[src/hw/rtl/bab_pkg.sv]
package bab_pkg;

    // One row of the block table
    typedef struct packed {
        logic        valid;
        logic [31:0] start;
        logic [32:0] length;
    } entry_t;

    // Request kinds carried on the input tuser; any other code is an access check
    localparam logic [1:0] REQ_ALLOC = 2'd0;
    localparam logic [1:0] REQ_FREE  = 2'd1;

    // Result status carried on the output tuser
    typedef enum logic [2:0] {
        ST_OK            = 3'd0,
        ST_ZERO_SIZE     = 3'd1,
        ST_NO_MEMORY     = 3'd2,
        ST_BAD_FREE      = 3'd3,
        ST_NO_BLOCK      = 3'd4,
        ST_OUT_OF_BOUNDS = 3'd5,
        ST_TABLE_FULL    = 3'd6
    } status_t;

    localparam logic [31:0] HEAP_SIZE_RESET = 32'd65536;

endpackage

[src/hw/rtl/bab_rem.sv]
module bab_rem #(
    parameter int ALIGN_BYTES = 8
) (
    input  logic        clk,
    input  logic        rst_n,
    input  logic        start,
    input  logic [31:0] size,
    output logic        done,
    output logic [32:0] rsize
);
    import bab_pkg::*;

    generate
        if ((ALIGN_BYTES & (ALIGN_BYTES - 1)) == 0)
        begin : g_pow2
            localparam logic [32:0] LOW_MASK = 33'(ALIGN_BYTES - 1);

            logic        done_reg;
            logic [32:0] rsize_reg;

            // Round up by add and mask
            always_ff @(posedge clk or negedge rst_n)
            begin
                if (!rst_n)
                begin
                    done_reg <= 1'b0;
                end
                else if (start)
                begin
                    done_reg <= 1'b1;
                end
            end

            always_ff @(posedge clk)
            begin
                if (start)
                begin
                    rsize_reg <= ({1'b0, size} + LOW_MASK) & ~LOW_MASK;
                end
            end

            assign done  = done_reg;
            assign rsize = rsize_reg;
        end
        else
        begin : g_div
            localparam int RW     = $clog2(ALIGN_BYTES + 1);
            localparam int TW     = RW + 8;
            localparam int CHUNKS = 32 / 8;
            localparam logic [TW-1:0] ALIGN_T = TW'(ALIGN_BYTES);
            localparam logic [1:0]    LAST    = 2'(CHUNKS - 1);

            logic          busy_reg;
            logic          fin_reg;
            logic          done_reg;
            logic [1:0]    cnt_reg;
            logic [RW-1:0] rem_reg;
            logic [RW-1:0] rem_next;
            logic [31:0]   shift_reg;
            logic [31:0]   size_reg;
            logic [32:0]   rsize_reg;
            logic [TW-1:0] part;

            // Fold in one byte of the size, most significant first
            always_comb
            begin
                part = {rem_reg, shift_reg[31:24]};
                for (int k = 7; k >= 0; k--)
                begin
                    if (part >= (ALIGN_T << k))
                    begin
                        part = part - (ALIGN_T << k);
                    end
                end
                rem_next = part[RW-1:0];
            end

            // Sequence the byte steps, then one rounding step
            always_ff @(posedge clk or negedge rst_n)
            begin
                if (!rst_n)
                begin
                    busy_reg <= 1'b0;
                    fin_reg  <= 1'b0;
                    done_reg <= 1'b0;
                    cnt_reg  <= '0;
                end
                else if (start)
                begin
                    busy_reg <= 1'b1;
                    fin_reg  <= 1'b0;
                    done_reg <= 1'b0;
                    cnt_reg  <= '0;
                end
                else if (busy_reg)
                begin
                    cnt_reg <= cnt_reg + 2'd1;
                    if (cnt_reg == LAST)
                    begin
                        busy_reg <= 1'b0;
                        fin_reg  <= 1'b1;
                    end
                end
                else if (fin_reg)
                begin
                    fin_reg  <= 1'b0;
                    done_reg <= 1'b1;
                end
            end

            always_ff @(posedge clk)
            begin
                if (start)
                begin
                    rem_reg   <= '0;
                    shift_reg <= size;
                    size_reg  <= size;
                end
                else if (busy_reg)
                begin
                    rem_reg   <= rem_next;
                    shift_reg <= {shift_reg[23:0], 8'd0};
                end
                else if (fin_reg)
                begin
                    if (rem_reg == '0)
                    begin
                        rsize_reg <= {1'b0, size_reg};
                    end
                    else
                    begin
                        rsize_reg <= {1'b0, size_reg}
                                     + (33'(ALIGN_BYTES) - 33'(rem_reg));
                    end
                end
            end

            assign done  = done_reg;
            assign rsize = rsize_reg;
        end
    endgenerate

endmodule

[config.mk]
export PLATFORM = sky130hd
export DESIGN_NAME = bab_rem
export DESIGN_NICKNAME = d
export VERILOG_FILES = /design/src/hw/rtl/bab_pkg.sv /design/src/hw/rtl/bab_rem.sv
export SDC_FILE = /design/constraint.sdc
export NUM_CORES = 1
export LEC_CHECK = 0
export BUFFER_PORTS_ARGS = -buffer_cell sky130_fd_sc_hd__buf_2
export CAP_MARGIN = 20
export CORE_UTILIZATION = 45
export CTS_CLUSTER_SIZE = 28
export DETAILED_ROUTE_END_ITERATION = 6
export GPL_ROUTABILITY_DRIVEN = 0
export PLACE_DENSITY = 0.76
export SLEW_MARGIN = 20
export SYNTH_ARGS = -nofsm -noshare
export SYNTH_HDL_FRONTEND = slang
export SYNTH_SLANG_ARGS = --single-unit
[constraint.sdc]
create_clock -name clk -period 1.46 [get_ports clk]
set_input_delay 0.292 -clock clk [delete_from_list [all_inputs] [get_ports clk]]
set_output_delay 0.292 -clock clk [all_outputs]
set_load 0.02 [all_outputs]
==> summary.txt, run 1 <==
STA
  – Slew margin rel.: 0.557
  – Final Hold Fails: 0
  – Skew final: 0 ps
  – Fin crit share: 0.846
  – Fin. max-slew vios: 0
  – Slew @ Worst Pin: roughly 660 ps
  – Final setup vio count: 0
  – Fin Setup TNS: 0 ps
  – RSZ-0062 raised after global routing: no
  – Max Freq: a little over 800 MHz
  – Min Tclk post-route: 1240 ps
  – WHS: 265 ps

Synth
  – Avg Synthesized Cell Area: 12.8 um^2
  – Post-synthesis sequential area ratio: 0.585
  – Top cell type's share of synthesized area: 0.570
  – Synth Register Bits: 31
  – Unique masters post-synth: 22
  – Yosys warnings: 0
  – Synth Instances: ~120
  – Syn Std Cell Area: roughly 0.0016 mm^2
  – Top cell type by total area after synthesis: edfxtp_1
  – Top area cells in the synthesized netlist: edfxtp_1, xnor2_1, xor2_1

Finish
  – Share of cells above drive strength 1: 0.477
  – Fillers: slightly below 300
  – Layout area overhead: 40.4%
  – Final net count: about 260
  – Number of flip-flops under the largest register name: 30
  – Diode count: 0

Die
  – Std-Cell Rows: 21
  – IO Count: 69
  – Chip height: ~61 um
  – Initial Utilization: 0.470
  – Core area: between 0.003 and 0.004 mm^2
  – Die area: 0.00376 mm^2
  – Chip Width: approximately 60 um

Setup path
  – CP Max Fanout: 17
  – CP top delay family: simple AND/OR/NAND/NOR gates
  – WP data required: approximately 1500 ps
  – CP Class: primary input to flop
  – CP max stage delay: around 300 ps
  – Critical path depth: 6
  – R2R depth: 1
  – R2R Setup Slk: approximately 680 ps
  – Critical-path top delay cell: nor4_4
  – CP Launch Type: primary input
  – Worst path cell trace: buf_2 > nand4_4 > nor4_4 > buf_12 > nand4_1 > xnor2_1
  – CP bufs+invs: 2
  – Critical path arrival: about 1300 ps
  – Critical Path End Type: flop

Drt
  – DRT iter0 DRCs: between 70 and 80
  – DRT Pass-1 Iters: 4
  – Post-detailed-route wirelength per cell: around 13 um
  – Vias: between 1000 and 1500
  – Drc violations: 0
  – Vias per inst: ~4.9
  – Final antenna-violating net count: 0
  – Routed WL: roughly 3400 um

Clock network
  – Clock-pin slew on the worst setup and hold paths: 80 ps
  – H-tree level count: 2
  – Post-cts resize count: 0
  – Clk root buf: clkbuf_4
  – CTS max path bufs: 2
  – Latest clock arrival within the worst-skew pair: about 320 ps
  – TritonCTS clock tree: yes
  – Clk sinks: 31
  – CTS Buf Count: 5

Pwr
  – P per Cell Area: a little under 900 mW/mm^2
  – Leakage: around 0.9 nW
  – VDD IR max: 0.445 mV

Place
  – Port bufs: between 60 and 70
  – DP HPWL: roughly 2700 um

Global route
  – GR Overflow Total: 0
  – Largest net degree at the start of global routing: 32
  – Antenna violations before repair: 0
  – Global-route wire length before repair: between 4000 and 5000 um
  – Total track usage: 0.181
  – Vias in the first global route: 1114

Run
  – Maxcap violations: 0

Min path
  – Hold WC Path Type: primary input to async pin

Run status
  – Outcome: complete, no violations
## cell usage after synthesis
cell type / instances
nand4_4: 1
xor2_1: 8
o311a_1: 1
nand2_1: 9
conb_1: 1
xnor2_1: 21
nor2b_1: 1
nand4_1: 10
nor4_4: 2
dfrtp_1: 1
buf_4: 4
buf_6: 1
or2_2: 1
nor2_2: 1
edfxtp_1: 30
nand3_2: 1
nor2_1: 6
and3_1: 5
nand3_1: 13
and2_1: 2
nor4_1: 1
nor3_1: 4
## placed cells by master, fill, tap and decap left out
| cell | instances |
|---|---|
| and2_1 | 2 |
| and3_1 | 5 |
| buf_12 | 1 |
| buf_2 | 65 |
| buf_4 | 26 |
| clkbuf_1 | 1 |
| clkbuf_4 | 5 |
| clkbuf_8 | 1 |
| clkinv_2 | 1 |
| conb_1 | 3 |
| dfrtp_1 | 1 |
| dlygate4sd3_1 | 1 |
| edfxtp_1 | 30 |
| nand2_1 | 9 |
| nand3_1 | 13 |
| nand3_2 | 1 |
| nand4_1 | 10 |
| nand4_4 | 1 |
| nor2_1 | 6 |
| nor2_2 | 1 |
| nor2b_1 | 1 |
| nor3_1 | 3 |
| nor3_2 | 1 |
| nor4_1 | 1 |
| nor4_4 | 2 |
| o311a_1 | 1 |
| or2_2 | 1 |
| xnor2_1 | 21 |
| xor2_1 | 8 |
## timing repair
| action | in CTS | in global routing |
|---|---|---|
| hold endpoints to repair | 1 | 0 |
| hold buffers | 1 | 0 |
| buffers inserted | 0 | 0 |
## power breakdown
group	switching [mW]	total (mW)	internal, mW
clock	0.278	0.511	0.233
combinational	0.233	0.394	0.162
sequential	0.0148	1.07	1.05
## logic make-up (layout without fill, tap and decap cells)
| group | after synthesis | count (layout) | share of synthesized area |
|---|---|---|---|
| xor+xnor | 29 | 29 | 0.161 |
| other cells | 1 | 3 | 0.00237 |
| compound gates | 1 | 1 | 0.00633 |
| flops | 31 | 31 | 0.585 |
| simple gates | 57 | 57 | 0.219 |
| buf+inv | 5 | 101 | 0.0261 |
## stage by stage
stage	area [um^2]	utilization	power, mW	setup slack, ps	std cells
after global routing	2220	0.660	2.06	182	268
after floorplan	1590	-	1.27	7.73	126
after global placement	2150	0.640	1.47	-67.9	259
final	2220	0.660	1.97	225	268
after CTS	2220	0.660	1.99	229	268
after detailed placement	2150	0.640	1.48	-120	259
## routing by layer
layer  vias up  GRT usage  routed length, um
li1        646          -                  -
met1       611      0.213               1350
met2        36      0.318               1800
met3         7     0.0441                166
met4         0     0.0682                 67
met5         -          0                  0
## path summary, 6_finish.rpt
kind	startpoint	endpoint
max	size[9]	rsize[29]
min in group clk	size[31]	rsize[31]
max reg2reg	done	done
min reg2reg	done	done
min	rst_n	done
max in group asynchronous	rst_n	done
## cell type report
type	instances	area, um^2	share of cell area
tap	46	57.6	0.0259
sequential	31	926	0.417
clock buffer	7	55.1	0.0248
timing repair buffer	93	551	0.248
clock inverter	1	5.00	0.00225
multi-input combinational	90	627	0.282
Note: power is estimated with default switching activity, not from simulation.
==> run 2, diff against run 1 <==
ABC_AREA = 1   (was not set)
CORE_UTILIZATION = 44   (was 45)
PLACE_DENSITY = 0.75   (was 0.76)
clock period = 1.1 ns   (was 1.46 ns; I/O delays follow)
==> run 2 against run 1 <==
  * Non-clock buffer count is 9 higher
  * Largest cell class unchanged
  * Clock power grew 64%
  * Critical path type is now flop to primary output
  * Setup slack got worse by 230 ps
  * Sequential share of layout area fell by 6.9 points
  * Core utilization decreased by 0.072 points
  * Combinational power grew 51%
  * Largest power group unchanged
  * The run now ends with setup timing left
  * Cell count rose by 46%
  * Final area increased by 20%
  * Die area grew 20%
  * Clock skew unchanged
  * Area after synthesis is 18% higher
  * Global-route usage up 4.1 points
  * Critical endpoint is now rsize[30]
==> summary.txt, run 2 <==
Global route
  – Global-route wire length before repair: around 7300 um
  – Total track usage: 0.222
  – Vias in the first global route: approximately 1700
  – Largest net degree at the start of global routing: 15
  – Antenna violations before repair: 0
  – GR Overflow Total: 0

Drt
  – Drc violations: 0
  – DRT Pass-1 Iters: 4
  – DRT iter0 DRCs: 110
  – Vias: 1871
  – Routed WL: about 4700 um
  – Vias per inst: 4.80
  – Final antenna-violating net count: 0
  – Post-detailed-route wirelength per cell: between 10 and 15 um

STA
  – WHS: ~240 ps
  – Max Freq: ~910 MHz
  – Final setup margin: -4.43 ps
  – Fin Setup TNS: -4.43 ps
  – Fin. max-slew vios: 0
  – Final setup vio count: 1
  – Final Hold Fails: 0
  – Fin crit share: 1.00
  – RSZ-0062 raised after global routing: yes
  – Skew final: 0 ps
  – Min Tclk post-route: roughly 1100 ps

Clock network
  – Clk root buf: clkbuf_8
  – H-tree level count: 2
  – TritonCTS clock tree: yes
  – CTS Buf Count: 5
  – Clock-pin slew on the worst setup and hold paths: about 70 ps
  – Latest clock arrival within the worst-skew pair: 270 ps
  – Clk sinks: 31
  – CTS max path bufs: 2

Setup path
  – Crit Reg-Reg Startpoint: done
  – CP max stage delay: 440 ps
  – Worst reg2reg path endpoint: done
  – WP data required: approximately 880 ps
  – CP Launch Type: flop
  – R2R depth: 1
  – Critical Path End Type: primary output
  – CP Class: flop to primary output
  – Critical path arrival: between 800 and 900 ps
  – CP Max Fanout: 1
  – CP bufs+invs: 1
  – Critical-path top delay cell: edfxtp_1
  – Worst path cell trace: buf_6
  – CP top delay family: flip-flops
  – R2R Setup Slk: between 300 and 400 ps

Synth
  – Post-synth EDFFs: 30
  – Commonest cells in the synthesized netlist: nand2_1, nor2_1, edfxtp_1
  – Synth Register Bits: 31
  – Post-synthesis sequential area ratio: 0.497
  – Top area cells in the synthesized netlist: edfxtp_1, nand2_1, nor2_1
  – Syn Std Cell Area: 0.00186 mm^2
  – Top cell type by total area after synthesis: edfxtp_1
  – Yosys warnings: 0
  – Top cell type's share of synthesized area: 0.484
  – Top-count cell post-synth: nand2_1
  – Avg Synthesized Cell Area: a little over 8 um^2
  – Synth Instances: between 200 and 250
  – Unique masters post-synth: 18
  – Post-synth ARST share: 0.0323
  – Most used DFF post-synth: edfxtp_1

Pwr
  – Leakage: roughly 1.2 nW
  – P per Cell Area: about 1100 mW/mm^2
  – VDD IR max: 0.484 mV

Die
  – Chip Width: 67.1 um
  – Die area: 0.00450 mm^2
  – Initial Utilization: 0.462
  – Std-Cell Rows: 23
  – Chip height: ~67 um
  – Core area: 0.00403 mm^2
  – IO Count: 69

Finish
  – Final Util: 0.660
  – Commonest non-fill, non-tap cell in the layout: nand2_1
  – Number of flip-flops under the largest register name: 30
  – Sequential Area: ~930 um^2
  – Design Area, Final: between 0.002 and 0.003 mm^2
  – Final net count: ~370
  – Layout area overhead: 42.7%
  – Commonest non-fill, non-tap cells in the layout: nand2_1, buf_2, nor2_1, buf_4, edfxtp_1
  – Fillers: roughly 340
  – Diode count: 0
  – Footprint of the multi-input gates: approximately 920 um^2
  – Share of cells above drive strength 1: 0.379

Place
  – Placed Instance Area: between 0.002 and 0.003 mm^2
  – DP HPWL: 3660 um
  – Dpl ws: -254 ps
  – Port bufs: 65

Run status
  – Outcome: finished with violations
  – Failing checks: setup timing

Run
  – Maxcap violations: 0

Min path
  – Hold WC Path Type: primary input to async pin
-- run 2: cell count changes in the layout (fill, tap and decap cells not counted), sizes merged, moves of 9 or more --
cell / before / now
buf: 92 / 101
nand3b: 0 / 15
xnor2: 21 / 2
inv: 0 / 12
nor2: 7 / 51
nand3: 14 / 4
nand2: 9 / 99
-- run 2: stage by stage --
step	cells	power (mW)
after floorplan	233	1.72
after global placement	380	2.01
after detailed placement	380	2.02
after CTS	389	2.86
after global routing	390	2.98
final	390	2.85
-- run 2: where the power goes --
group	internal [mW]	leakage, nW	switching, mW
combinational	0.234	0.868	0.360
clock	0.443	0.0422	0.393
sequential	1.40	0.302	0.0213
-- run 2: metal layers --
metal  GRT usage  up-vias  wire length, um
li1            -      958                -
met1       0.263      837             1980
met2       0.379       70             2360
met3      0.0479        6              282
met4       0.101        0               61
met5           0        -                0
-- run 2: logic make-up (layout without fill, tap and decap cells) --
kind of cell,after synthesis,count (layout),synth area share
flops,31,31,0.497
simple gates,173,173,0.417
compound gates,2,2,0.00538
other cells,1,3,0.00201
xor+xnor,9,9,0.0423
buf+inv,15,122,0.0363
-- run 2: worst max-delay path by stage --
stage / cells after the start / start / slack [ps] / end
final: 1 / rsize[30] / -4 / rsize[30]
after global routing: 8 / size[15] / -10 / rsize[28]
after CTS: 8 / size[11] / 4 / rsize[31]
after detailed placement: 8 / size[11] / -250 / rsize[31]
after global placement: 8 / size[5] / -230 / rsize[27]
after floorplan: 7 / size[3] / 9 / rsize[16]
-- run 2: cell type report --
type / count / area share
inverters: 12 / 0.0169
clock inverters: 1 / 0.00188
flip-flops and latches: 31 / 0.348
well taps: 50 / 0.0235
clock buffers: 7 / 0.0287
repair buffers: 102 / 0.235
multi-input cells: 187 / 0.346
-- run 2: repair_timing --
action | in CTS | in global routing
setup buffers | 0 | 1
setup endpoints to repair | 0 | 15
hold buffers | 1 | 0
endpoints found under the hold margin | 1 | 0
resized for setup | 0 | 14
==> run 3, diff against run 2 <==
--- a/config.mk
+++ b/config.mk
@@ -14,4 +14,5 @@
 export GPL_ROUTABILITY_DRIVEN = 0
 export PLACE_DENSITY = 0.75
+export SETUP_SLACK_MARGIN = 0.4
 export SLEW_MARGIN = 20
 export SYNTH_ARGS = -nofsm -noshare
==> constraint.sdc (replaced) <==
create_clock -name clk -period 1.1 [get_ports clk]
set_input_delay 0.22 -clock clk [delete_from_list [all_inputs] [get_ports clk]]
set_output_delay 0.22 -clock clk [all_outputs]
set_load 0.005 [all_outputs]
==> run 3 against run 2 <==
  * The run still ends with setup timing left
  * Setup slack lost 110 ps
  * Sequential share of layout area fell by 8.9 points
  * Final area rose by 34%
  * Die area unchanged
  * Sequential cell count did not move
  * Register-to-register slack worse by 90 ps
  * Via count increased by 34%
  * Critical path type is now primary input to flop
  * Critical endpoint is now rsize[16]
==> summary.txt, run 3 (synthesis gave the netlist of run 2 again) <==
Drt
  – Drc violations: 0
  – DRT Pass-1 Iters: 5
  – Vias: between 2000 and 3000
  – DRT iter0 DRCs: approximately 310
  – Final antenna-violating net count: 0
  – Vias per inst: roughly 5.9
  – Routed WL: between 9000 and 10000 um
  – Post-detailed-route wirelength per cell: approximately 22 um

Setup path
  – WP data required: approximately 1100 ps
  – CP Max Fanout: 6
  – Critical path arrival: ~1200 ps
  – CP max stage delay: roughly 250 ps
  – Critical-path top delay cell: nor2_4
  – Worst path cell trace: buf_8 > nand2_8 > nor2_4 > nand2_8 > nor2_4 > nand3_2 > nand2_1 > nand2_1
  – CP Class: primary input to flop
  – CP Launch Type: primary input
  – Critical Path End Type: flop
  – R2R Setup Slk: about 230 ps

Finish
  – Commonest non-fill, non-tap cell in the layout: nand2_1
  – Diode count: 0
  – Layout area overhead: 91.9%
  – Share of cells above drive strength 1: 0.619
  – Design Area, Final: between 0.003 and 0.004 mm^2
  – Commonest non-fill, non-tap cells in the layout: nand2_1, buf_4, buf_2
  – Fillers: around 170
  – Final net count: about 410
  – Number of flip-flops under the largest register name: 30

Clock network
  – TritonCTS clock tree: yes
  – Clk sinks: 31
  – CTS Buf Count: 5
  – Clk root buf: clkbuf_8
  – Clock-pin slew on the worst setup and hold paths: 70 ps
  – CTS max path bufs: 2
  – H-tree level count: 2
  – Latest clock arrival within the worst-skew pair: approximately 290 ps

Pwr
  – P per Cell Area: roughly 880 mW/mm^2
  – Sequential Power Share: 0.453
  – Logic pwr share: 0.268
  – Switching power: 0.910 mW
  – Sw frac: 0.288
  – Leakage: between 1.5 and 2 nW
  – VDD IR max: between 0.5 and 0.6 mV
  – Clock share of power: 0.280
  – Internal power: approximately 2.2 mW

STA
  – Final setup margin: -111 ps
  – Min Tclk post-route: between 1000 and 1500 ps
  – RSZ-0062 raised after global routing: yes
  – Fin crit share: 1.10
  – Fin Setup TNS: -268 ps
  – Final Hold Fails: 0
  – Skew final: 0 ps
  – Final setup vio count: 5
  – WHS: about 240 ps
  – Fin. max-slew vios: 0
  – Max Freq: 826 MHz

Die
  – Chip Width: around 67 um
  – Core area: just over 0.004 mm^2
  – IO Count: 69
  – Initial Utilization: 0.462
  – Chip height: between 60 and 70 um
  – Die area: about 0.0045 mm^2
  – Std-Cell Rows: 23

Min path
  – Hold WC Path Type: primary input to flop

Global route
  – Total track usage: 0.342
  – GR Overflow Total: 0
  – Largest net degree at the start of global routing: 15
  – Antenna violations before repair: 0
  – Vias in the first global route: 2213
  – Global-route wire length before repair: between 10000 and 15000 um

Place
  – Placed Instance Area: 0.00272 mm^2
  – Port bufs: 65
  – DP HPWL: between 3000 and 4000 um

Run status
  – Outcome: finished with violations
  – Failing checks: setup timing

Run
  – Maxcap violations: 0
-- run 3: through the flow --
step,setup WS [ps],util,total power [mW],instances
detailed placement,-248,0.674,1.98,392
global route,-145,0.887,3.24,423
global placement,-232,0.674,1.96,392
floorplan,49.7,-,1.63,233
CTS,72.5,0.803,2.96,412
finish,-111,0.887,3.16,423
-- run 3: worst paths after layout --
path,depth (start not counted),endpoint,start
setup reg to reg,2,done,done
setup / recovery,8,rsize[16],size[6]
min in group asynchronous,2,done,rst_n
hold reg to reg,2,done,done
hold / removal,3,rsize[23],size[23]
max in group asynchronous,2,done,rst_n
-- run 3: final cells by class --
type	count	area, um^2	share of cell area
timing repair buffer	135	1100	0.309
inverter	12	55.1	0.0154
sequential	31	926	0.259
clock inverter	1	5.00	0.00140
clock buffer	7	76.3	0.0214
multi-input combinational	187	1350	0.377
tap	50	62.6	0.0175
-- run 3: worst max-delay path, delay by kind of cell --
family	cells	cell delay, ps
buf+inv	1	100
simple gates	7	920
-- run 3: power by group through the flow --
stage          Combinational (mW)  Sequential, mW  Clock [mW]
2_1_floorplan               0.167            1.46           0
3_3_place_gp                0.522            1.44           0
3_5_place_dp                0.532            1.44           0
4_1_cts                     0.671            1.42       0.868
5_1_grt                     0.879            1.44       0.926
6_report                    0.845            1.43       0.882
-- run 3: layer usage --
metal,global-route usage,vias up,part of all wire
met5,0,-,0
met4,0.218,0,0.073
met3,0.0668,72,0.092
met2,0.579,236,0.47
met1,0.387,1188,0.36
li1,-,1018,-
-- run 3: repair_timing --
action,in CTS,in global routing
resized for setup,98,64
setup buffers,11,11
hold endpoints to repair,1,0
endpoints found under the setup margin,61,62
pin swaps,52,34
hold buffers,1,0
